File: src/hw/rtl/timer_bank_with_round_robin_dispatch_assert.svh
// ----------------------------------------------------------------------------
// Timer bank assertion macros
// Shorthand for the clocked, reset-qualified checks of the timer bank.
// ----------------------------------------------------------------------------
`ifndef TIMER_BANK_WITH_ROUND_ROBIN_DISPATCH_ASSERT_SVH
`define TIMER_BANK_WITH_ROUND_ROBIN_DISPATCH_ASSERT_SVH

// The consequent holds in the same cycle as the antecedent.
`define TBRR_ASSERT_SAME(label, clk, rst, ante, cons) \
  label: assert property (@(posedge clk) disable iff (rst) (ante) |-> (cons)) \
    else $error("timer bank check failed");

// The consequent holds in the cycle after the antecedent.
`define TBRR_ASSERT_NEXT(label, clk, rst, ante, cons) \
  label: assert property (@(posedge clk) disable iff (rst) (ante) |=> (cons)) \
    else $error("timer bank check failed");

`endif

File: src/hw/rtl/tbrr_pkg.sv
// ----------------------------------------------------------------------------
// Timer bank package
// Operation codes of the timer bank, and the timer and slot widths shared by the word interfaces and the timer bank.
// ----------------------------------------------------------------------------
package tbrr_pkg;

  typedef enum logic [2:0] {
    MODE_TICK     = 3'd0,
    MODE_ADD      = 3'd1,
    MODE_CHANGE   = 3'd2,
    MODE_STOP     = 3'd3,
    MODE_START    = 3'd4,
    MODE_DISPATCH = 3'd5
  } mode_t;

  localparam int TIMER_W = 16;
  localparam int SLOT_W  = 5;

endpackage

File: src/hw/rtl/tbrr_in_if.sv
// ----------------------------------------------------------------------------
// Timer bank request interface
// Valid/ready channel that carries one operation word.
// ----------------------------------------------------------------------------
interface tbrr_in_if;
  logic                        valid;
  logic                        ready;
  logic [2:0]                  mode;
  logic [4:0]                  timer_index;
  logic [tbrr_pkg::TIMER_W-1:0] period;
  logic                        repeat_req;

  modport source (output valid, mode, timer_index, period, repeat_req, input ready);
  modport sink (input valid, mode, timer_index, period, repeat_req, output ready);
endinterface

File: src/hw/rtl/tbrr_out_if.sv
// ----------------------------------------------------------------------------
// Timer bank response interface
// Valid/ready channel that carries one result word.
// ----------------------------------------------------------------------------
interface tbrr_out_if;
  logic                        valid;
  logic                        ready;
  logic [tbrr_pkg::SLOT_W-1:0] slot;
  logic                        ok;

  modport source (output valid, slot, ok, input ready);
  modport sink (input valid, slot, ok, output ready);
endinterface

File: src/hw/rtl/timer_bank_with_round_robin_dispatch.sv
// ----------------------------------------------------------------------------
// Timer bank with round-robin dispatch
// Periodic and one-shot timers whose counters and periods live in two
// synchronous memories, swept slot by slot for tick and add.
// ----------------------------------------------------------------------------
//  channel  dir  payload
//  req      in   mode, timer_index, period, repeat_req
//  rsp      out  slot, ok
//
//  Tick and add sweep the used slots through the memory read port; add then
//  does its phase reduction in S_ADDFIX and writes the new slot in S_ADDWR.
//  Dispatch checks one pending bit per cycle, at most used_count slots.
//  Change, stop and start pass from idle to done. One word is worked at a time.
//  Synchronous reset clears the used count, pointer, enable and pending bits.
//  A stalled response holds the bank in its final state until taken.
module timer_bank_with_round_robin_dispatch #(
  parameter int NUM_TIMERS = 32
) (
  input logic  clk,
  input logic  rst,
  tbrr_in_if.sink   req,
  tbrr_out_if.source rsp
);

  localparam int IDX_W = $clog2(NUM_TIMERS);
  localparam int CNT_W = $clog2(NUM_TIMERS + 1);
  localparam int TW    = tbrr_pkg::TIMER_W;
  localparam int SW    = tbrr_pkg::SLOT_W;

  typedef enum logic [6:0] {
    S_IDLE   = 7'b0000001,
    S_TICK   = 7'b0000010,
    S_ADD    = 7'b0000100,
    S_ADDFIX = 7'b0001000,
    S_ADDWR  = 7'b0010000,
    S_DISP   = 7'b0100000,
    S_DONE   = 7'b1000000
  } state_t;

  state_t                state;
  logic [CNT_W-1:0]      used_count;
  logic [IDX_W-1:0]      scan_ptr;
  logic [NUM_TIMERS-1:0] en_bits;
  logic [NUM_TIMERS-1:0] rep_bits;
  logic [NUM_TIMERS-1:0] pend_bits;
  logic                  op_tick;
  logic [TW-1:0]         op_per;
  logic                  op_rep;
  logic [CNT_W-1:0]      issue;
  logic                  p_vld;
  logic [IDX_W-1:0]      p_idx;
  logic                  match;
  logic [TW:0]           nx;
  logic [TW:0]           red;
  logic [CNT_W-1:0]      step;
  logic [SW-1:0]         res_slot;
  logic                  res_ok;
  logic                  ov;
  logic [SW-1:0]         out_slot;
  logic                  out_ok;

  logic [TW-1:0] cnt_mem [NUM_TIMERS];
  logic [TW-1:0] per_mem [NUM_TIMERS];
  logic [TW-1:0] cnt_rd;
  logic [TW-1:0] per_rd;

  logic             acc;
  logic             idx_ok;
  logic [IDX_W-1:0] req_idx;
  logic             rd_en;
  logic [IDX_W-1:0] rd_addr;
  logic             we_cnt;
  logic             we_per;
  logic [IDX_W-1:0] wr_addr;
  logic [TW-1:0]    wd_cnt;
  logic [TW-1:0]    wd_per;
  logic [TW-1:0]    tick_inc;
  logic             tick_hit;
  logic [TW:0]      per_ext;
  logic [TW:0]      red2;
  logic [TW-1:0]    add_start;
  logic [CNT_W-1:0] ptr_inc;
  logic [IDX_W-1:0] nptr;

  assign acc      = req.valid && req.ready;
  assign idx_ok   = ({3'b000, req.timer_index} < 8'(used_count));
  assign req_idx  = IDX_W'(req.timer_index);
  assign rd_en    = ((state == S_TICK) || (state == S_ADD)) && (issue < used_count);
  assign rd_addr  = issue[IDX_W-1:0];
  assign tick_inc = cnt_rd + 16'd1;
  assign tick_hit = (tick_inc == per_rd);
  assign per_ext  = {1'b0, op_per};
  assign red2     = (red >= per_ext) ? (red - per_ext) : red;
  assign ptr_inc  = CNT_W'(scan_ptr) + 1'b1;
  assign nptr     = (ptr_inc == used_count) ? '0 : ptr_inc[IDX_W-1:0];

  always_comb begin
    if (!match) begin
      add_start = op_per - 16'd1;
    end else if (op_per == '0) begin
      add_start = nx[TW-1:0];
    end else begin
      add_start = red2[TW-1:0];
    end
  end

  always_comb begin
    we_cnt  = 1'b0;
    we_per  = 1'b0;
    wr_addr = req_idx;
    wd_cnt  = '0;
    wd_per  = req.period;
    if (state == S_IDLE) begin
      if (acc && idx_ok) begin
        we_cnt = (req.mode == tbrr_pkg::MODE_CHANGE) || (req.mode == tbrr_pkg::MODE_START);
        we_per = (req.mode == tbrr_pkg::MODE_CHANGE);
      end
    end else if (state == S_TICK) begin
      wr_addr = p_idx;
      we_cnt  = p_vld && en_bits[p_idx];
      wd_cnt  = (tick_hit && rep_bits[p_idx]) ? '0 : tick_inc;
    end else if (state == S_ADDWR) begin
      wr_addr = used_count[IDX_W-1:0];
      we_cnt  = 1'b1;
      we_per  = 1'b1;
      wd_cnt  = add_start;
      wd_per  = op_per;
    end
  end

  always_ff @(posedge clk) begin
    if (we_cnt) begin
      cnt_mem[wr_addr] <= wd_cnt;
    end
    if (we_per) begin
      per_mem[wr_addr] <= wd_per;
    end
    if (rd_en) begin
      cnt_rd <= cnt_mem[rd_addr];
      per_rd <= per_mem[rd_addr];
    end
  end

  always_ff @(posedge clk) begin
    if (rst) begin
      state      <= S_IDLE;
      used_count <= '0;
      scan_ptr   <= '0;
      en_bits    <= '0;
      pend_bits  <= '0;
      p_vld      <= 1'b0;
      ov         <= 1'b0;
    end else begin
      if ((state == S_DONE) && (!ov || rsp.ready)) begin
        ov       <= 1'b1;
        out_slot <= res_slot;
        out_ok   <= res_ok;
      end else if (rsp.ready) begin
        ov <= 1'b0;
      end
      case (state)
        S_IDLE: begin
          if (acc) begin
            res_slot <= '0;
            res_ok   <= 1'b0;
            issue    <= '0;
            p_vld    <= 1'b0;
            match    <= 1'b0;
            step     <= '0;
            op_per   <= req.period;
            op_rep   <= req.repeat_req;
            op_tick  <= (req.mode == tbrr_pkg::MODE_TICK);
            state    <= S_DONE;
            case (req.mode)
              tbrr_pkg::MODE_TICK: begin
                res_ok <= 1'b1;
                state  <= S_TICK;
              end
              tbrr_pkg::MODE_ADD: begin
                if (used_count != CNT_W'(NUM_TIMERS)) begin
                  state <= S_ADD;
                end
              end
              tbrr_pkg::MODE_CHANGE: begin
                res_ok <= idx_ok;
              end
              tbrr_pkg::MODE_STOP: begin
                res_ok <= idx_ok;
                if (idx_ok) begin
                  en_bits[req_idx] <= 1'b0;
                end
              end
              tbrr_pkg::MODE_START: begin
                res_ok <= idx_ok;
                if (idx_ok) begin
                  en_bits[req_idx] <= 1'b1;
                end
              end
              tbrr_pkg::MODE_DISPATCH: begin
                if (used_count != '0) begin
                  state <= S_DISP;
                end
              end
              default: begin
                state <= S_DONE;
              end
            endcase
          end
        end
        S_TICK, S_ADD: begin
          issue <= issue + CNT_W'(rd_en);
          p_vld <= rd_en;
          p_idx <= rd_addr;
          if (p_vld) begin
            if (op_tick) begin
              if (en_bits[p_idx] && tick_hit) begin
                pend_bits[p_idx] <= 1'b1;
                if (!rep_bits[p_idx]) begin
                  en_bits[p_idx] <= 1'b0;
                end
              end
            end else if (per_rd == op_per) begin
              match <= 1'b1;
              nx    <= {1'b0, cnt_rd} + 17'd1;
            end
          end
          if (!rd_en && !p_vld) begin
            state <= op_tick ? S_DONE : S_ADDFIX;
          end
        end
        S_ADDFIX: begin
          red   <= (nx >= per_ext) ? (nx - per_ext) : nx;
          state <= S_ADDWR;
        end
        S_ADDWR: begin
          en_bits[used_count[IDX_W-1:0]]  <= op_rep;
          rep_bits[used_count[IDX_W-1:0]] <= op_rep;
          used_count <= used_count + 1'b1;
          res_slot   <= SW'(used_count);
          res_ok     <= 1'b1;
          state      <= S_DONE;
        end
        S_DISP: begin
          scan_ptr <= nptr;
          step     <= step + 1'b1;
          if (pend_bits[nptr]) begin
            pend_bits[nptr] <= 1'b0;
            res_slot <= SW'(nptr);
            res_ok   <= 1'b1;
            state    <= S_DONE;
          end else if ((step + 1'b1) == used_count) begin
            state <= S_DONE;
          end
        end
        S_DONE: begin
          if (!ov || rsp.ready) begin
            state <= S_IDLE;
          end
        end
        default: begin
          state <= S_IDLE;
        end
      endcase
    end
  end

  assign req.ready = (state == S_IDLE);
  assign rsp.valid = ov;
  assign rsp.slot  = out_slot;
  assign rsp.ok    = out_ok;

`include "timer_bank_with_round_robin_dispatch_assert.svh"

  `TBRR_ASSERT_NEXT(a_one_word, clk, rst, acc, !req.ready)
  `TBRR_ASSERT_SAME(a_used_bound, clk, rst, 1'b1, used_count <= CNT_W'(NUM_TIMERS))
  `TBRR_ASSERT_SAME(a_ptr_bound, clk, rst, used_count != '0, CNT_W'(scan_ptr) < used_count)

endmodule
File: src/flat_wrapper.sv
// flat-port wrapper written by rule: the top's interface ports become plain ports
module timer_bank_with_round_robin_dispatch_flat 
#(
  parameter int NUM_TIMERS = 32
)
  (clk, rst, req_valid, req_mode, req_timer_index, req_period, req_repeat_req, req_ready, rsp_valid, rsp_slot, rsp_ok, rsp_ready);
  tbrr_in_if req_i ();
  tbrr_out_if rsp_i ();
  input logic clk;
  input logic rst;
  input wire logic [$bits(req_i.valid)-1:0] req_valid;
  input wire logic [$bits(req_i.mode)-1:0] req_mode;
  input wire logic [$bits(req_i.timer_index)-1:0] req_timer_index;
  input wire logic [$bits(req_i.period)-1:0] req_period;
  input wire logic [$bits(req_i.repeat_req)-1:0] req_repeat_req;
  output wire logic [$bits(req_i.ready)-1:0] req_ready;
  output wire logic [$bits(rsp_i.valid)-1:0] rsp_valid;
  output wire logic [$bits(rsp_i.slot)-1:0] rsp_slot;
  output wire logic [$bits(rsp_i.ok)-1:0] rsp_ok;
  input wire logic [$bits(rsp_i.ready)-1:0] rsp_ready;
  assign req_i.valid = req_valid;
  assign req_i.mode = req_mode;
  assign req_i.timer_index = req_timer_index;
  assign req_i.period = req_period;
  assign req_i.repeat_req = req_repeat_req;
  assign req_ready = req_i.ready;
  assign rsp_valid = rsp_i.valid;
  assign rsp_slot = rsp_i.slot;
  assign rsp_ok = rsp_i.ok;
  assign rsp_i.ready = rsp_ready;
  timer_bank_with_round_robin_dispatch #(.NUM_TIMERS(NUM_TIMERS)) u_core (.clk(clk), .rst(rst), .req(req_i), .rsp(rsp_i));
endmodule
File: config.mk
export PLATFORM = sky130hd
export DESIGN_NAME = timer_bank_with_round_robin_dispatch_flat
export DESIGN_NICKNAME = d
export VERILOG_FILES = /design/src/hw/rtl/tbrr_pkg.sv /design/src/hw/rtl/tbrr_in_if.sv /design/src/hw/rtl/tbrr_out_if.sv /design/src/hw/rtl/timer_bank_with_round_robin_dispatch.sv /design/src/flat_wrapper.sv
export VERILOG_INCLUDE_DIRS = /design/src /design/src/hw/rtl
export SDC_FILE = /design/constraint.sdc
export NUM_CORES = 2
export LEC_CHECK = 0
export BUFFER_PORTS_ARGS = -buffer_cell sky130_fd_sc_hd__buf_2
export CORE_ASPECT_RATIO = 0.5
export CORE_MARGIN = 2
export CORE_UTILIZATION = 40
export DETAILED_ROUTE_END_ITERATION = 10
export GPL_TIMING_DRIVEN = 0
export PLACE_DENSITY = 0.58
export SETUP_SLACK_MARGIN = 0.3
export SLEW_MARGIN = 20
export SYNTH_ARGS = -nofsm -noshare
export SYNTH_HDL_FRONTEND = slang
export SYNTH_SLANG_ARGS = --single-unit
File: constraint.sdc
create_clock -name clk -period 8.8 [get_ports clk]
set_clock_uncertainty 0.1 [all_clocks]
set_input_delay 0.44 -clock clk [delete_from_list [all_inputs] [get_ports clk]]
set_output_delay 0.44 -clock clk [all_outputs]
set_load 0.005 [all_outputs]
==> impl_metrics.py <==
metrics = {
    "power": {
        "power_density_nw_per_um2": 201,
        "p_clk_share_pct": 41.0,
        "leakagePower_nw": 18.4,
        "seq_power_share_pct": 52.4,
        "ir_drop_v": 0.000171,
        "switching_share_pct": 22.8,
        "comb_power_share_pct": 6.6,
        "internal_power_w": 0.00963,
        "p_sw_w": 0.00284,
    },
    "clock_network": {
        "clock_latency_ns": 0.74,
        "cts.clk_slew.worst_paths_ns": 0.07,
        "cts_tree": "yes",
        "numCtsBuffers": 110,
        "clock_path_buffers": 3,
        "cts_max_level": 3,
        "postCtsSetupRepairBufs": 0,
        "root_buffer": "clkbuf_16",
        "cts.sink_count": 1254,
    },
    "drt": {
        "dr.pass1.iters": 8,
        "wire_per_inst_um": 29.1,
        "wl_um": 155000,
        "drt-vias-per-instance": 5.90,
        "vias": 31300,
        "postRouteAntennaNets": 0,
        "drcViolationCount": 0,
        "dr.first_iter.drc_count": 3755,
    },
    "floorplan": {
        "die_y_um": 264,
        "start_util_pct": 40.3,
        "die_area_um2": 139000,
        "row_count": 95,
        "dieWidth_um": 524,
        "core_um2": 134000,
        "io-pin-count": 37,
    },
    "synthesis": {
        "async_flop_share_pct": 0,
        "synth_edf_count": 1170,
        "avgSynthCellArea_um2": 17.0,
        "ys_seq_area_share_pct": 68.0,
        "syn_area_um2": 54200,
        "synth_nets": 3277,
        "synth_cell_types": 81,
        "yosys_warnings": 0,
        "synth-seq-cells": 1254,
        "synthFlopType": "edfxtp_1",
        "syn-instance-count": 3194,
    },
    "placement": {
        "routabilityCongestion": 0.922,
        "dp.cells": 5083,
        "dp_hpwl_um": 106000,
        "place_area_um2": 58100,
        "pre_cts_slack_ns": 3.48,
        "io_buffers": 34,
    },
    "critical_path": {
        "crit_top_cell": "buf_4",
        "rr_worst_depth": 13,
        "path_buf_inv": 6,
        "cpPeakStageDelay_ns": 0.61,
        "crit_path_max_fanout": 14,
        "crit_path_cell_trace": "inv_1 > ha_1 > a2111oi_0 > a21oi_1 > o311ai_0 > nand2_1 > clkbuf_1 > o31ai_1 > o211ai_1 > buf_4 > buf_4 > buf_4 > buf_4",
        "required_ns": 9.18,
        "crit_family": "compound AO/OA/AOI/OAI gates",
        "cp_num_cells": 13,
        "startpoint_type": "flop",
        "arrival_ns": 5.59,
        "cpMaxStageDelayCell": "a2111oi_0",
        "crit_path_end_kind": "flop",
        "criticalPathCategory": "flop to flop",
    },
    "final_layout": {
        "finalInstanceArea_um2": 62000,
        "nets": 3504,
        "final_core_util_pct": 46.2,
        "drive_gt1_share_pct": 23.6,
        "syn_to_final_growth_pct": 14.6,
        "fin_cells": 5304,
    },
    "sta": {
        "hold_viol_final": 0,
        "grt_setup_unrepaired": "no",
        "fmax_mhz": 192,
        "layout_min_cycle_time_ns": 5.21,
        "setup_viol": 0,
        "post-route-period-util_pct": 59.2,
        "maxSlewHeadroom_pct": 17.0,
        "worst_slack_ns": 3.59,
        "finalMaxSlewViolations": 0,
        "worst_pin_slew_ns": 1.24,
    },
    "global_route": {
        "grt_max_degree": 34,
        "grt_pass1_vias": 30900,
        "grt_pass1_wl_um": 222000,
        "antenna_found_initial": 1,
        "grt-ovfl-total": 0,
        "grt_usage_pct": 22.3,
    },
    "min_path": {
        "holdPathStages": 3,
        "hold_class": "input port to flop",
    },
    "run": {
        "max_cap_violations": 0,
    },
    "status": {
        "status": "complete, no violations",
    },
}
## worst min-delay path: stages
cell and delay, ns:
clkbuf_1 0.18, o2111ai_1 0.15, mux2i_1 0.08
## cell usage in the layout (no fill, tap or decap), drive strengths merged, types with 18 or more instances in the layout
| cell type | instances |
|---|---|
| mux2i | 28 |
| inv | 55 |
| nand2b | 24 |
| xnor2 | 61 |
| ha | 52 |
| xor2 | 45 |
| nand3 | 63 |
| mux4 | 339 |
| nand4 | 24 |
| clkbuf | 271 |
| nand3b | 35 |
| a21oi | 195 |
| or3 | 18 |
| o41ai | 31 |
| nor3 | 47 |
| buf | 139 |
| edfxtp | 1170 |
| dfxtp | 84 |
| and2 | 19 |
| mux2 | 38 |
| nor2b | 21 |
| nand2 | 124 |
| o21ai | 115 |
| clkinv | 55 |
| nor2 | 188 |
| nor4 | 25 |
| dlygate4sd3 | 18 |
## timing repair
item / CTS / global route
setup endpoints to repair: 0 / 0
gates resized for setup: 0 / 0
hold buffers: 18 / 0
endpoints found under the hold margin: 18 / 0
## final cells by class
class	instances	area, µm²
fillers	11400	72300
well taps	1794	2240
flip-flops and latches	1254	36800
plain buffers	189	772
multi-input cells	1697	17000
inverters	54	203
diodes	1	2.50
clock inverters	76	950
repair buffers	115	1200
clock buffers	124	2810
## metrics by stage
step                      hold slack, ns  power (W)  TNS [ns]
final                             0.0636     0.0125         0
after global routing              0.0568     0.0128         0
after CTS                         0.0253     0.0125         0
after detailed placement           0.307    0.00747         0
after global placement             0.310    0.00743    -84.30
after floorplan                    0.300    0.00715         0
## cells in the mapped netlist (all sizes together) (15+ instances only)
master | count | area, µm²
xor2 | 45 | 394
nand2b | 24 | 150
ha | 52 | 651
o31ai | 15 | 113
nor4 | 25 | 193
a31oi | 16 | 100
o41ai | 31 | 422
mux4 | 339 | 7630
mux2i | 28 | 280
inv | 53 | 199
buf | 48 | 209
nand3b | 35 | 263
nor2 | 188 | 708
nand2 | 124 | 465
xnor2 | 61 | 534
o21ai | 115 | 576
dfxtp | 84 | 1680
a21oi | 195 | 976
nor3 | 47 | 246
mux2 | 38 | 428
and2 | 19 | 120
or3 | 18 | 113
clkbuf | 141 | 529
and3 | 15 | 93.8
edfxtp | 1170 | 35100
nand3 | 63 | 315
nand4 | 24 | 150
nor2b | 21 | 131
## metal layers
metal / track usage [%] / routed length, µm / vias up / share of wire [%]
met5: 0 / 11 / - / 0.0071
met4: 5.15 / 3370 / 2 / 2.2
met1: 32.2 / 66900 / 16400 / 43
met2: 33.9 / 70200 / 1300 / 45
li1: - / - / 13400 / -
met3: 5.95 / 14100 / 229 / 9.1
## power groups by stage
stage	combinational, W	sequential (W)	clock, W
after detailed placement	0.000812	0.00666	0
after floorplan	0.000494	0.00665	0
final	0.000828	0.00653	0.00511
after global routing	0.000879	0.00653	0.00541
after CTS	0.000822	0.00653	0.00517
after global placement	0.000766	0.00667	0
## cell families (layout without fill, tap and decap cells)
group,Yosys count,in the layout,synth area share [%]
adder cells (fa/ha/maj),54,54,1.28
multiplexers,405,405,15.4
flip-flops,1254,1254,68.0
AND/OR/NAND/NOR,640,640,6.01
buffers and inverters,243,558,1.74
AO/OA/AOI/OAI,491,491,5.83
XOR/XNOR,107,107,1.76
other,0,1,0
## final timing paths
path / slack (ns) / endpoint / from
setup / recovery: 3.59 / u_core.cnt_mem[10][7] / u_core.op_per[6]
hold / removal: 0.06 / u_core.state[2] / req_mode[0]
setup reg to reg: 3.59 / u_core.cnt_mem[10][7] / u_core.op_per[6]
hold reg to reg: 0.32 / u_core.rsp.slot[3] / u_core.res_slot[3]
## sequential cells by signal, indices dropped and copies added (netlist names), 16 cells and up, named ones only
| name | count |
|---|---|
| u_core.cnt_mem | 512 |
| u_core.op_per | 16 |
| u_core.nx | 17 |
| u_core.rep_bits | 32 |
| u_core.pend_bits | 32 |
| u_core.per_mem | 512 |
| u_core.cnt_rd | 16 |
| u_core.per_rd | 16 |
| u_core.red | 17 |
(Power assumes the default switching activity.)
